File: src/design/kli_pkg.sv
// Shared widths, codes and types for the keyframe linear interpolator.
`timescale 1ns / 1ps

package kli_pkg;

    localparam int KEY_W    = 32;   // keyframe / result value, Q16.16
    localparam int POS_W    = 18;   // position, Q2.16
    localparam int CNT_W    = 5;    // key_count register
    localparam int KIDX_W   = 4;    // key_index field
    localparam int V_W      = 24;   // position * (count - 1)
    localparam int SEG_W    = V_W - 16;
    localparam int FRAC_W   = 18;   // -65535 .. 65536
    localparam int DIFF_W   = KEY_W + 1;
    localparam int PROD_W   = DIFF_W + FRAC_W;
    localparam int SUM_W    = PROD_W - 16 + 1;

    localparam int DEFAULT_MAX_KEYS = 16;

    localparam logic [CNT_W-1:0]         KEY_COUNT_RESET = CNT_W'(2);
    localparam logic signed [FRAC_W-1:0] FRAC_ONE        = FRAC_W'(65536);

    typedef enum logic [0:0] {
        ACT_WRITE = 1'b0,
        ACT_EVAL  = 1'b1
    } action_t;

    // Control that rides alongside the two keyframes into the lerp stages.
    typedef struct packed {
        logic                     pass;
        logic signed [KEY_W-1:0]  pass_value;
        logic signed [FRAC_W-1:0] frac;
    } lerp_req_t;

endpackage

File: src/design/kli_if.sv
// Channel interfaces: command items, results and the key_count write port.
`timescale 1ns / 1ps

interface kli_in_if;
    import kli_pkg::*;

    logic                    valid;
    logic                    ready;
    logic                    action;
    logic [KIDX_W-1:0]       key_index;
    logic signed [KEY_W-1:0] key_value;
    logic signed [POS_W-1:0] position;

    modport source (output valid, output action, output key_index,
                    output key_value, output position, input ready);
    modport sink   (input valid, input action, input key_index,
                    input key_value, input position, output ready);
endinterface

interface kli_out_if;
    import kli_pkg::*;

    logic                    valid;
    logic                    ready;
    logic signed [KEY_W-1:0] value;
    logic                    saturated;

    modport source (output valid, output value, output saturated, input ready);
    modport sink   (input valid, input value, input saturated, output ready);
endinterface

interface kli_cfg_if;
    import kli_pkg::*;

    logic             valid;
    logic             ready;
    logic [CNT_W-1:0] data;

    modport source (output valid, output data, input ready);
    modport sink   (input valid, input data, output ready);
endinterface

File: src/design/keyframe_linear_interpolator.sv
// Top level of the piecewise-linear keyframe interpolator.
`timescale 1ns / 1ps

// Channel | Dir | Beat carries                                | Handshake
// --------+-----+---------------------------------------------+-----------
// cmd     | in  | action, key_index, key_value, position      | valid/ready
// res     | out | value, saturated (evaluate items only)      | valid/ready
// cfg     | in  | key_count (5 bits)                          | valid/ready
//
// Seven register stages, s1 to s7; an evaluate beat reaches res from s7.
// A new cmd beat can be taken every cycle while res is not stalled.
// Throughput is then one beat per cycle, set by the single table read stage.
// Write beats update the table at the read stage, in order with evaluates,
// and leave the pipe there without a result.
// Each stage advances when its successor has room, so bubbles collapse under
// a res stall; cmd.ready drops only once every stage is full.
// Reset clears valid bits and sets key_count to 2; table contents are kept.
// cfg is always ready.

module keyframe_linear_interpolator #(
    parameter int MAX_KEYS = kli_pkg::DEFAULT_MAX_KEYS
) (
    input  logic       clk,
    input  logic       rst_n,
    kli_in_if.sink     cmd,
    kli_out_if.source  res,
    kli_cfg_if.sink    cfg
);
    import kli_pkg::*;

    localparam int ADDR_W  = (MAX_KEYS > 1) ? $clog2(MAX_KEYS) : 1;
    localparam int CNT_CAP = (MAX_KEYS > 31) ? 31 : MAX_KEYS;
    localparam logic [CNT_W-1:0] CntCapVal = CNT_W'(CNT_CAP);

    // configuration
    logic [CNT_W-1:0] key_count_reg;
    logic [CNT_W-1:0] cnt_eff;

    // stage 1: accepted beat
    logic                    s1_valid_reg;
    logic                    s1_action_reg;
    logic [KIDX_W-1:0]       s1_key_index_reg;
    logic signed [KEY_W-1:0] s1_key_value_reg;
    logic signed [POS_W-1:0] s1_position_reg;
    // stage 2: scaled position
    logic                    s2_valid_reg;
    logic                    s2_action_reg;
    logic [KIDX_W-1:0]       s2_key_index_reg;
    logic signed [KEY_W-1:0] s2_key_value_reg;
    logic signed [V_W-1:0]   s2_v_reg;
    logic [CNT_W-1:0]        s2_cm1_reg;
    logic                    s2_pass_reg;
    logic signed [KEY_W-1:0] s2_pass_value_reg;
    // stage 3: segment and fraction
    logic                     s3_valid_reg;
    logic                     s3_action_reg;
    logic [KIDX_W-1:0]        s3_key_index_reg;
    logic signed [KEY_W-1:0]  s3_key_value_reg;
    logic [ADDR_W-1:0]        s3_idx_reg;
    logic signed [FRAC_W-1:0] s3_frac_reg;
    logic                     s3_pass_reg;
    logic signed [KEY_W-1:0]  s3_pass_value_reg;
    // stage 4: table read out
    logic      s4_valid_reg;
    lerp_req_t s4_req_reg;

    logic en1, en2, en3, en4;
    logic lerp_ready;

    logic                     pass_next;
    logic [CNT_W-1:0]         cm1_next;
    logic [SEG_W-1:0]         seg_pos;
    logic [ADDR_W-1:0]        idx_next;
    logic signed [FRAC_W-1:0] frac_next;
    logic                     s3_is_eval;
    logic                     tbl_wr_en;

    logic signed [KEY_W-1:0] k0, k1;

    // ---- configuration port ----
    assign cfg.ready = 1'b1;

    always_ff @(posedge clk or negedge rst_n)
    begin
        if (!rst_n)
        begin
            key_count_reg <= KEY_COUNT_RESET;
        end
        else if (cfg.valid)
        begin
            key_count_reg <= cfg.data;
        end
    end

    assign cnt_eff = (key_count_reg > CntCapVal) ? CntCapVal : key_count_reg;

    // ---- stage enables (per-stage ready chain) ----
    assign en4       = !s4_valid_reg || lerp_ready;
    assign en3       = !s3_valid_reg || en4;
    assign en2       = !s2_valid_reg || en3;
    assign en1       = !s1_valid_reg || en2;
    assign cmd.ready = en1;

    // ---- stage 2 logic: scale by count-1 ----
    // With fewer than two keys the item passes position through; cm1 is
    // forced to 1 so the segment math stays in range.
    assign pass_next = (cnt_eff < CNT_W'(2));
    assign cm1_next  = pass_next ? CNT_W'(1) : (cnt_eff - CNT_W'(1));

    // ---- stage 3 logic: segment index and fraction ----
    assign seg_pos = s2_v_reg[V_W-1:16];

    always_comb
    begin
        if (!s2_v_reg[V_W-1])
        begin
            if (seg_pos >= SEG_W'(s2_cm1_reg))
            begin
                // past the last segment: last keyframe exactly
                idx_next  = ADDR_W'(s2_cm1_reg - CNT_W'(1));
                frac_next = FRAC_ONE;
            end
            else
            begin
                idx_next  = ADDR_W'(seg_pos);
                frac_next = FRAC_W'({1'b0, s2_v_reg[15:0]});
            end
        end
        else if (s2_v_reg > -V_W'(65536))
        begin
            // small negative: truncates to segment 0, extrapolates
            idx_next  = '0;
            frac_next = FRAC_W'(s2_v_reg);
        end
        else
        begin
            idx_next  = '0;
            frac_next = '0;
        end
    end

    // ---- stage 4: table access, in item order ----
    assign s3_is_eval = (s3_action_reg == ACT_EVAL);
    assign tbl_wr_en  = en4 && s3_valid_reg && !s3_is_eval
                        && (32'(s3_key_index_reg) < MAX_KEYS);

    kli_key_table #(
        .DEPTH  (MAX_KEYS),
        .ADDR_W (ADDR_W)
    ) u_table (
        .clk      (clk),
        .wr_en    (tbl_wr_en),
        .wr_addr  (ADDR_W'(s3_key_index_reg)),
        .wr_data  (s3_key_value_reg),
        .rd_en    (en4),
        .rd_addr0 (s3_idx_reg),
        .rd_addr1 (s3_idx_reg + ADDR_W'(1)),
        .rd_data0 (k0),
        .rd_data1 (k1)
    );

    // ---- valid bits ----
    always_ff @(posedge clk or negedge rst_n)
    begin
        if (!rst_n)
        begin
            s1_valid_reg <= 1'b0;
            s2_valid_reg <= 1'b0;
            s3_valid_reg <= 1'b0;
            s4_valid_reg <= 1'b0;
        end
        else
        begin
            if (en1) s1_valid_reg <= cmd.valid;
            if (en2) s2_valid_reg <= s1_valid_reg;
            if (en3) s3_valid_reg <= s2_valid_reg;
            if (en4) s4_valid_reg <= s3_valid_reg && s3_is_eval;
        end
    end

    // ---- payload ----
    always_ff @(posedge clk)
    begin
        if (en1)
        begin
            s1_action_reg    <= cmd.action;
            s1_key_index_reg <= cmd.key_index;
            s1_key_value_reg <= cmd.key_value;
            s1_position_reg  <= cmd.position;
        end
        if (en2)
        begin
            s2_action_reg     <= s1_action_reg;
            s2_key_index_reg  <= s1_key_index_reg;
            s2_key_value_reg  <= s1_key_value_reg;
            s2_v_reg          <= V_W'(s1_position_reg) * V_W'(cm1_next);
            s2_cm1_reg        <= cm1_next;
            s2_pass_reg       <= pass_next;
            s2_pass_value_reg <= KEY_W'(s1_position_reg);
        end
        if (en3)
        begin
            s3_action_reg     <= s2_action_reg;
            s3_key_index_reg  <= s2_key_index_reg;
            s3_key_value_reg  <= s2_key_value_reg;
            s3_idx_reg        <= idx_next;
            s3_frac_reg       <= frac_next;
            s3_pass_reg       <= s2_pass_reg;
            s3_pass_value_reg <= s2_pass_value_reg;
        end
        if (en4)
        begin
            s4_req_reg.pass       <= s3_pass_reg;
            s4_req_reg.pass_value <= s3_pass_value_reg;
            s4_req_reg.frac       <= s3_frac_reg;
        end
    end

    // ---- lerp back end and result register ----
    kli_lerp u_lerp (
        .clk       (clk),
        .rst_n     (rst_n),
        .req_valid (s4_valid_reg),
        .req_ready (lerp_ready),
        .req       (s4_req_reg),
        .k0        (k0),
        .k1        (k1),
        .res       (res)
    );

    // ---- assertions ----
    // write beats leave the pipe at the table stage
    a_write_drops: assert property (@(posedge clk) disable iff (!rst_n)
        (en4 && s3_valid_reg && !s3_is_eval) |=> !s4_valid_reg)
        else $error("write beat moved past table stage");

    // fraction stays within (-1, 1] in Q.16
    a_frac_range: assert property (@(posedge clk) disable iff (!rst_n)
        s3_valid_reg |-> (s3_frac_reg <= FRAC_ONE && s3_frac_reg > -FRAC_ONE))
        else $error("fraction out of range");

    // both keyframes read lie inside the active table
    a_idx_range: assert property (@(posedge clk) disable iff (!rst_n)
        (s3_valid_reg && s3_is_eval && !s3_pass_reg)
        |-> ((32'(s3_idx_reg) + 32'd1) < 32'(cnt_eff)))
        else $error("segment index beyond key count");

    // back pressure only once stages 1 to 4 all hold a beat
    a_ready_full: assert property (@(posedge clk) disable iff (!rst_n)
        !cmd.ready |-> (s1_valid_reg && s2_valid_reg && s3_valid_reg && s4_valid_reg))
        else $error("cmd stalled with an empty stage");

endmodule

File: src/design/kli_key_table.sv
// Keyframe memory: one write port, two registered read ports.
`timescale 1ns / 1ps

module kli_key_table #(
    parameter int DEPTH  = kli_pkg::DEFAULT_MAX_KEYS,
    parameter int ADDR_W = 4
) (
    input  logic                             clk,
    input  logic                             wr_en,
    input  logic [ADDR_W-1:0]                wr_addr,
    input  logic signed [kli_pkg::KEY_W-1:0] wr_data,
    input  logic                             rd_en,
    input  logic [ADDR_W-1:0]                rd_addr0,
    input  logic [ADDR_W-1:0]                rd_addr1,
    output logic signed [kli_pkg::KEY_W-1:0] rd_data0,
    output logic signed [kli_pkg::KEY_W-1:0] rd_data1
);
    import kli_pkg::*;

    logic signed [KEY_W-1:0] mem [DEPTH];

    always_ff @(posedge clk)
    begin
        if (wr_en)
        begin
            mem[wr_addr] <= wr_data;
        end
    end

    always_ff @(posedge clk)
    begin
        if (rd_en)
        begin
            rd_data0 <= mem[rd_addr0];
            rd_data1 <= mem[rd_addr1];
        end
    end

endmodule

File: src/design/kli_lerp.sv
// Lerp back end: difference, scale by fraction, add and saturate, or pass a value through.
`timescale 1ns / 1ps

module kli_lerp (
    input  logic                             clk,
    input  logic                             rst_n,
    input  logic                             req_valid,
    output logic                             req_ready,
    input  kli_pkg::lerp_req_t               req,
    input  logic signed [kli_pkg::KEY_W-1:0] k0,
    input  logic signed [kli_pkg::KEY_W-1:0] k1,
    kli_out_if.source                        res
);
    import kli_pkg::*;

    // stage 5: difference
    logic                     s5_valid_reg;
    logic signed [DIFF_W-1:0] s5_diff_reg;
    logic signed [KEY_W-1:0]  s5_k0_reg;
    lerp_req_t                s5_req_reg;
    // stage 6: product
    logic                     s6_valid_reg;
    logic signed [PROD_W-1:0] s6_prod_reg;
    logic signed [KEY_W-1:0]  s6_k0_reg;
    logic                     s6_pass_reg;
    logic signed [KEY_W-1:0]  s6_pass_value_reg;
    // stage 7: result register
    logic                     s7_valid_reg;
    logic signed [KEY_W-1:0]  s7_value_reg;
    logic                     s7_sat_reg;

    logic en5, en6, en7;
    logic signed [SUM_W-1:0] sum_next;
    logic signed [KEY_W-1:0] value_next;
    logic                    sat_next;

    assign en7       = !s7_valid_reg || res.ready;
    assign en6       = !s6_valid_reg || en7;
    assign en5       = !s5_valid_reg || en6;
    assign req_ready = en5;

    always_comb
    begin
        sum_next = SUM_W'(s6_k0_reg) + SUM_W'($signed(s6_prod_reg[PROD_W-1:16]));
        if (s6_pass_reg)
        begin
            value_next = s6_pass_value_reg;
            sat_next   = 1'b0;
        end
        else if (sum_next > SUM_W'(32'sh7FFF_FFFF))
        begin
            value_next = 32'sh7FFF_FFFF;
            sat_next   = 1'b1;
        end
        else if (sum_next < -SUM_W'(33'sh0_8000_0000))
        begin
            value_next = 32'sh8000_0000;
            sat_next   = 1'b1;
        end
        else
        begin
            value_next = sum_next[KEY_W-1:0];
            sat_next   = 1'b0;
        end
    end

    always_ff @(posedge clk or negedge rst_n)
    begin
        if (!rst_n)
        begin
            s5_valid_reg <= 1'b0;
            s6_valid_reg <= 1'b0;
            s7_valid_reg <= 1'b0;
        end
        else
        begin
            if (en5) s5_valid_reg <= req_valid;
            if (en6) s6_valid_reg <= s5_valid_reg;
            if (en7) s7_valid_reg <= s6_valid_reg;
        end
    end

    always_ff @(posedge clk)
    begin
        if (en5)
        begin
            s5_diff_reg <= DIFF_W'(k1) - DIFF_W'(k0);
            s5_k0_reg   <= k0;
            s5_req_reg  <= req;
        end
        if (en6)
        begin
            s6_prod_reg       <= PROD_W'(s5_diff_reg) * PROD_W'(s5_req_reg.frac);
            s6_k0_reg         <= s5_k0_reg;
            s6_pass_reg       <= s5_req_reg.pass;
            s6_pass_value_reg <= s5_req_reg.pass_value;
        end
        if (en7)
        begin
            s7_value_reg <= value_next;
            s7_sat_reg   <= sat_next;
        end
    end

    assign res.valid     = s7_valid_reg;
    assign res.value     = s7_value_reg;
    assign res.saturated = s7_sat_reg;

endmodule

File: src/flat_wrapper.sv
// flat-port wrapper written by rule: the top's interface ports become plain ports
module keyframe_linear_interpolator_flat import kli_pkg::*;
#(
    parameter int MAX_KEYS = kli_pkg::DEFAULT_MAX_KEYS
)
  (clk, rst_n, cmd_valid, cmd_action, cmd_key_index, cmd_key_value, cmd_position, cmd_ready, res_valid, res_value, res_saturated, res_ready, cfg_valid, cfg_data, cfg_ready);
  kli_in_if cmd_i ();
  kli_out_if res_i ();
  kli_cfg_if cfg_i ();
  input  logic clk;
  input  logic rst_n;
  input wire logic [$bits(cmd_i.valid)-1:0] cmd_valid;
  input wire logic [$bits(cmd_i.action)-1:0] cmd_action;
  input wire logic [$bits(cmd_i.key_index)-1:0] cmd_key_index;
  input wire logic [$bits(cmd_i.key_value)-1:0] cmd_key_value;
  input wire logic [$bits(cmd_i.position)-1:0] cmd_position;
  output wire logic [$bits(cmd_i.ready)-1:0] cmd_ready;
  output wire logic [$bits(res_i.valid)-1:0] res_valid;
  output wire logic [$bits(res_i.value)-1:0] res_value;
  output wire logic [$bits(res_i.saturated)-1:0] res_saturated;
  input wire logic [$bits(res_i.ready)-1:0] res_ready;
  input wire logic [$bits(cfg_i.valid)-1:0] cfg_valid;
  input wire logic [$bits(cfg_i.data)-1:0] cfg_data;
  output wire logic [$bits(cfg_i.ready)-1:0] cfg_ready;
  assign cmd_i.valid = cmd_valid;
  assign cmd_i.action = cmd_action;
  assign cmd_i.key_index = cmd_key_index;
  assign cmd_i.key_value = cmd_key_value;
  assign cmd_i.position = cmd_position;
  assign cmd_ready = cmd_i.ready;
  assign res_valid = res_i.valid;
  assign res_value = res_i.value;
  assign res_saturated = res_i.saturated;
  assign res_i.ready = res_ready;
  assign cfg_i.valid = cfg_valid;
  assign cfg_i.data = cfg_data;
  assign cfg_ready = cfg_i.ready;
  keyframe_linear_interpolator #(.MAX_KEYS(MAX_KEYS)) u_core (.clk(clk), .rst_n(rst_n), .cmd(cmd_i), .res(res_i), .cfg(cfg_i));
endmodule
File: config.mk
export PLATFORM = sky130hd
export DESIGN_NAME = keyframe_linear_interpolator_flat
export DESIGN_NICKNAME = d
export VERILOG_FILES = /design/src/design/kli_pkg.sv /design/src/design/kli_if.sv /design/src/design/keyframe_linear_interpolator.sv /design/src/design/kli_key_table.sv /design/src/design/kli_lerp.sv /design/src/flat_wrapper.sv
export SDC_FILE = /design/constraint.sdc
export NUM_CORES = 2
export LEC_CHECK = 0
export BUFFER_PORTS_ARGS = -buffer_cell sky130_fd_sc_hd__buf_2
export CAP_MARGIN = 15
export CORE_UTILIZATION = 35
export CTS_CLUSTER_SIZE = 40
export DETAILED_ROUTE_END_ITERATION = 12
export PLACE_DENSITY = 0.47
export RECOVER_POWER = 50
export SKIP_CTS_REPAIR_TIMING = 1
export SYNTH_ARGS = -nofsm -noshare
export SYNTH_HDL_FRONTEND = slang
export SYNTH_SLANG_ARGS = --single-unit
export TNS_END_PERCENT = 100
File: constraint.sdc
create_clock -name clk -period 10.1 [get_ports clk]
set_input_delay 0.505 -clock clk [delete_from_list [all_inputs] [get_ports clk]]
set_output_delay 0.505 -clock clk [all_outputs]
set_load 0.02 [all_outputs]
# Word-level counts from Yosys, hierarchy flattened
# Memories as Yosys holds them, arrays and structs flattened. A register that Yosys moved wholly into a read port is not among the register bits.
# Cells that the tools add are included.
[classes]
magnitude_cmp = 6
multipliers = 2
n_reduce_logical = 18
mux = 13
n_addsub = 5
[op_table]
columns = ["op", "n"]
rows = [
  ["$mux W32", 3],
  ["$mul A33 B18 Y51", 1],
  ["$add A32 B35 Y36", 1],
  ["$gt A36 B32 Y1 const B", 1],
  ["$lt A36 B32 Y1 const B", 1],
  ["$mux W18", 2],
  ["$sub A32 B32 Y33", 1],
  ["$gt A24 B17 Y1 const B", 1],
  ["$mul A18 B6 Y24", 1],
  ["$mux W17", 1],
  ["$mux W5", 2],
  ["$ge A8 B5 Y1", 1],
  ["$logic_not A1 Y1", 8],
  ["$logic_or A1 B1 Y1", 7],
  ["$gt A5 B5 Y1 const B", 1],
  ["$lt A5 B2 Y1 const B", 1],
  ["$sub A5 B1 Y5 const B", 1],
  ["$add A4 B1 Y4 const B", 1],
  ["$mux W1", 4],
  ["$mux W4", 1],
  ["$sub A4 B1 Y4 const B", 1],
  ["$logic_and A1 B1 Y1", 3],
]
[word_totals]
ff_bits = 504
memories = 1
wordCells = 85
ramBits = 512
inputBits = 65
[memory_table]
columns = ["memory", "depth", "width", "rd", "rd_clocked_by_memory_dff", "wr", "line", "text"]
rows = [
  ["u_core.u_table.mem", 16, 32, 2, 2, 1, "kli_key_table.sv:20", "logic signed [KEY_W-1:0] mem [DEPTH];"],
]

# Logic depth before layout (Yosys ltp)
[depth]
ltp_word = 9
mapped_depth = 25
mapped_depth_nobuf = 24

# By module
# From an unflattened synthesis, not the netlist that was laid out.
[unflattened]
cells_unflattened = 5012
hier_area_um2 = 68263.0
[by_module_without_submodules]
columns = ["mod", "seq_area_each_um2", "cells_per_inst", "area_per_inst_um2", "n_inst"]
rows = [
  ["kli_lerp", 7552.2, 3085, 31500.2, 1],
  ["kli_key_table", 17296.6, 1141, 24827.6, 1],
  ["keyframe_linear_interpolator", 7883.8, 786, 11935.2, 1],
]

# Least setup slack after synthesis
# OpenSTA, ideal clock, no wires.
[synth_path]
kind = "reg-to-reg"
startpoint = "reg u_core.u_lerp.s7_valid_reg, in the netlist u_core.u_lerp.res.valid"
endpoint = "mem u_core.u_table.mem[0][0] (enable)"
required_time_ns = 9.639
slack_ns = 1.234
path_stages_with_launch = 8
period_less_slack_ns = 8.866
t_arrival_ns = 8.405
cell_sequence = "dfrtp_1 -> nor2b_1 -> nand3_1 -> nor2_1 -> inv_1 -> nand3b_1 -> or3_1 -> nor3_1"
[synth_via]
elab_chain_cells = 9
[synth_lines]
columns = ["item", "line", "text"]
rows = [
  ["start: declaration", "kli_lerp.sv:28", "logic s7_valid_reg;"],
  ["start signal: assignment", "kli_lerp.sv:79", "if (en7) s7_valid_reg <= s6_valid_reg;"],
  ["$logic_not A1 Y1", "kli_lerp.sv:37", "assign en7 = !s7_valid_reg || res.ready;"],
  ["$logic_or A1 B1 Y1", "kli_lerp.sv:37", ""],
  ["$logic_or A1 B1 Y1", "kli_lerp.sv:38", "assign en6 = !s6_valid_reg || en7;"],
  ["$logic_or A1 B1 Y1", "kli_lerp.sv:39", "assign en5 = !s5_valid_reg || en6;"],
  ["via u_core.lerp_ready", "keyframe_linear_interpolator.sv:68", "logic lerp_ready;"],
  ["$logic_or A1 B1 Y1", "keyframe_linear_interpolator.sv:98", "assign en4 = !s4_valid_reg || lerp_ready;"],
  ["via u_core.en4", "keyframe_linear_interpolator.sv:67", "logic en1, en2, en3, en4;"],
  ["$logic_and A1 B1 Y1 (2 in series)", "keyframe_linear_interpolator.sv:144", "assign tbl_wr_en = en4 && s3_valid_reg && !s3_is_eval"],
  ["$mux W1", "kli_key_table.sv:24", "if (wr_en)"],
  ["$mux W1 (not written as such)", "kli_key_table.sv:26", "mem[wr_addr] <= wr_data;"],
  ["end: declaration", "kli_key_table.sv:20", ""],
]
# The timed path passes the listed nets, and every way through them passes these cells.

# Worst setup path in the final report
[layout_path]
startpoint = "reg u_core.u_lerp.s5_req_reg[9] in the netlist's numbering"
endpoint = "reg u_core.u_lerp.s6_prod_reg[50] (data pin)"
[layout_via]
elab_chain_cells = 1
[layout_lines]
columns = ["item", "line", "text"]
rows = [
  ["start: declaration", "kli_lerp.sv:20", "lerp_req_t s5_req_reg;"],
  ["start signal: assignment", "kli_lerp.sv:89", "s5_req_reg <= req;"],
  ["$mul A33 B18 Y51", "kli_lerp.sv:93", "s6_prod_reg <= PROD_W'(s5_diff_reg) * PROD_W'(s5_req_reg.frac);"],
  ["end signal: assignment", "kli_lerp.sv:93", ""],
  ["end: declaration", "kli_lerp.sv:23", "logic signed [PROD_W-1:0] s6_prod_reg;"],
]
# No other way between the ends.
# A chain may end at the register's enable or synchronous reset.

==> run_results.csv <==
group,metric,value,unit
outcome,status,"finished with violations",
outcome,violations,"capacitance limit, slew limit",
final_layout,drive_gt1_frac,0.120,
setup_path,crit_path_end_kind,"register",
timing,worstMarginPinSlew,4.80,ns
timing,relSlewSlack,-2.20,
timing,setup_ws,2.30,ns
grt,use_met2,0.320,
setup_path,rrSetupSlack,2.30,ns
grt,top_usage_layer,"met2",
pwr,seqPwrFrac,0.278,
synth,syn_avg_cell_area,13.4,sq um
timing,fmax,128,MHz
routing,drc,0,
timing,rsz0062_at_grt,"false",
routing,antenna_left,0,
timing,finalCriticalPeriod,7.80,ns
final_layout,fin_cells,7777,
pwr,switchingPower,10900,uW
clock_network,cts-root-buf,"clkbuf_16",
grt,grt_util_all_layers,0.193,
synth,ys_warn_count,0,
setup_path,start_kind,"register",
timing,finClkSkew,0.0472,ns
setup_path,slowest_delay,0.96,ns
routing,routed_wl,183000,microns
pwr,p_clk_frac,0.173,
routing,vias_per_cell,5.07,
grt,grt_pass1_wl,275000,microns
timing,min_period_over_period,0.772,
grt,grt_max_degree,83,
setup_path,cp_cell_sequence,"buf_4 -> nand2_1 -> fa_1 -> inv_1 -> fa_1 -> fa_1 -> fa_1 -> fa_1 -> inv_1 -> fa_1 -> inv_1 -> ha_1 -> a21oi_1 -> o211ai_1 -> a221o_1 -> or2_2 -> o21ai_0 -> buf_4 -> a21oi_1 -> o211ai_1 -> a211oi_1 -> mux2_2 -> o211ai_1",
grt,antenna_found_initial,6,
synth,ys_async_sr_fraction,0.0113,
setup_path,required,10.58,ns
timing,drv_slew,169,
routing,vias,39400,
final_layout,area_delta_synth_final,12.1,%
synth,netlist_instances,5007,
min_path,hold_depth,2,
setup_path,arrival,8.28,ns
timing,setup_violations,0,
floorplanning,dieArea,0.194,sq mm
clock_network,cts_buffer_depth,3,
routing,avgRoutedWirePerCell,23.6,microns
synth,synth-edff-count,1052,
clock_network,clock-sinks,1064,
pwr,ir_worst_vdd,0.000179,V
placement,post-place-cells,7498,
clock_network,cts_tree,"yes",
clock_network,clock_latency,0.78,ns
timing,hold_violations,0,
job,maxCapViolations,3,
synth,yosys_register_bits,1064,
clock_network,numCtsBuffers,119,
grt,grt-ovfl-total,0,
setup_path,cpMostUsedCell,"fa_1",
setup_path,worstReg2RegEnd,"u_core.u_lerp.s6_prod_reg[50]$_DFFE_PP_",
floorplanning,die_x,441,microns
timing,holdWs,0.0392,ns
routing,drt_first_pass_iters,7,
setup_path,rr_startpoint,"u_core.u_lerp.s5_req_reg[9]$_DFFE_PP_",
floorplanning,std_cell_rows,160,
grt,met1_usage,0.262,
final_layout,final_util,0.396,
floorplanning,coreArea,0.191,sq mm
pwr,p_int,14300,uW
floorplanning,io_pins,101,
placement,routabilityCongestion,0.840,
grt,grt_pass1_vias,42000,
pwr,combPwrFrac,0.549,
final_layout,largest_reg_flops,512,
setup_path,ff2ff_path_depth,23,
synth,ys_seq_area_frac,0.474,
pwr,power.share.switching,0.434,
setup_path,slowest_stage,"edfxtp_1",
setup_path,crit_fanout,18,
synth,syn_area,0.0673,sq mm
routing,drt_iter0_markers,2591,
min_path,worstHoldStart,"cfg_data[1]",
floorplanning,initial_core_util,0.353,
grt,grt_use_met3,0.0242,
min_path,hold_class,"in -> reg",
timing,fin_setup_tns,0,ns
placement,port_buffers,99,
floorplanning,die_h,441,microns
pwr,leakage,0.0296,uW
clock_network,cts_max_level,3,
final_layout,final_nets,6096,
synth,synth_nets,5935,
min_path,min_to,"u_core.key_count_reg[1]$_DFFE_PN1P_",
setup_path,criticalPathCategory,"reg -> reg",
pwr,power.density,334,mW/mm^2
placement,dp_hpwl,128000,microns
placement,dpl_worst_slack,2.38,ns
clock_network,cts.clk_slew.worst_paths,0.06,ns
synth,synthFlopType,"edfxtp_1",
synth,synth_cell_types,79,
==> layout by cell type (no fill, tap or decap), drive strengths merged, types with 34 or more instances in the layout <==
cell / count
dlygate4sd3: 60
ha: 238
o21ai: 155
fa: 625
mux4: 224
edfxtp: 1052
and2: 276
clkbuf: 194
nor2: 125
a21o: 50
inv: 765
a21oi: 134
a221oi: 35
nand2: 493
buf: 143
xnor2: 88
nor2b: 52
clkinv: 51
mux2i: 107
a22oi: 34
==> stage by stage <==
step                      area (sq um)  total power [uW]
final                            75400             25200
after global routing             75400             27300
after CTS                        74900             25600
after detailed placement         71000             21100
after global placement           71000             21100
after floorplan                  67300             16500
==> worst max-delay path: cells and delay by family (launching register included) <==
kind	cells	cell delay [ns]
fa+ha+maj	7	3.34
simple gates	2	0.37
flops	1	0.96
buf+inv	5	0.67
mux	1	0.28
compound gates	8	1.88
==> cells by family (layout without fill, tap and decap cells) <==
logic type / count (synthesis) / after routing / synth area share
fa+ha+maj: 863 / 863 / 0.230
xor+xnor: 120 / 120 / 0.0156
buf+inv: 971 / 1229 / 0.0547
mux: 361 / 361 / 0.0959
compound gates: 534 / 534 / 0.0515
other cells: 1 / 2 / 0.0000557
flops: 1064 / 1064 / 0.474
simple gates: 1093 / 1093 / 0.0782
==> routing by layer <==
layer  vias up  wire length [microns]
met5         -                      0
met2       829                  88600
met4         0                   5770
li1      17600                      -
met1     20800                  81700
met3       242                   7200
==> worst max-delay path by stage <==
stage	startpoint	to	slack (ns)	cells after the start
after floorplan	u_core.u_lerp.res.valid$_DFFE_PN0P_	u_core.u_table.mem[0][0]$_DFFE_PP_	1.23	7
after global placement	u_core.u_lerp.s5_req_reg[9]$_DFFE_PP_	u_core.u_lerp.s6_prod_reg[50]$_DFFE_PP_	2.46	25
after detailed placement	u_core.u_lerp.s5_req_reg[9]$_DFFE_PP_	u_core.u_lerp.s6_prod_reg[43]$_DFFE_PP_	2.38	23
after CTS	u_core.u_lerp.s5_req_reg[9]$_DFFE_PP_	u_core.u_lerp.s6_prod_reg[43]$_DFFE_PP_	2.36	23
after global routing	u_core.u_lerp.s5_req_reg[9]$_DFFE_PP_	u_core.u_lerp.s6_prod_reg[50]$_DFFE_PP_	1.94	23
final	u_core.u_lerp.s5_req_reg[9]$_DFFE_PP_	u_core.u_lerp.s6_prod_reg[50]$_DFFE_PP_	2.30	23
==> synth_stat cells (all sizes together), types with 107 or more instances <==
cell type	count	area, sq um
nor2	125	469
inv	761	2860
fa	625	12500
clkbuf	182	694
ha	238	2980
a21oi	134	674
mux4	224	5040
o21ai	155	828
nand2	493	1860
mux2i	107	1070
and2	276	1730
edfxtp	1052	31600
==> power by group through the flow <==
stage | clock network [uW] | logic, uW | registers, uW
after floorplan | 0 | 9960 | 6540
after global placement | 0 | 14000 | 7100
after detailed placement | 0 | 14000 | 7100
after CTS | 4490 | 14100 | 7020
after global routing | 4640 | 15600 | 7070
final | 4370 | 13900 | 7000
==> final cells by class <==
| class | count | area [sq um] |
|---|---|---|
| Fill cell | 18000 | 115000 |
| Tap cell | 2511 | 3140 |
| Inverter | 761 | 2860 |
| Clock inverter | 71 | 791 |
| Clock buffer | 147 | 3120 |
| Antenna cell | 1 | 2.50 |
| Timing Repair Buffer | 250 | 1710 |
| Multi-Input combinational cell | 2972 | 31900 |
| Sequential cell | 1064 | 31900 |
(Power assumes the default switching activity.)
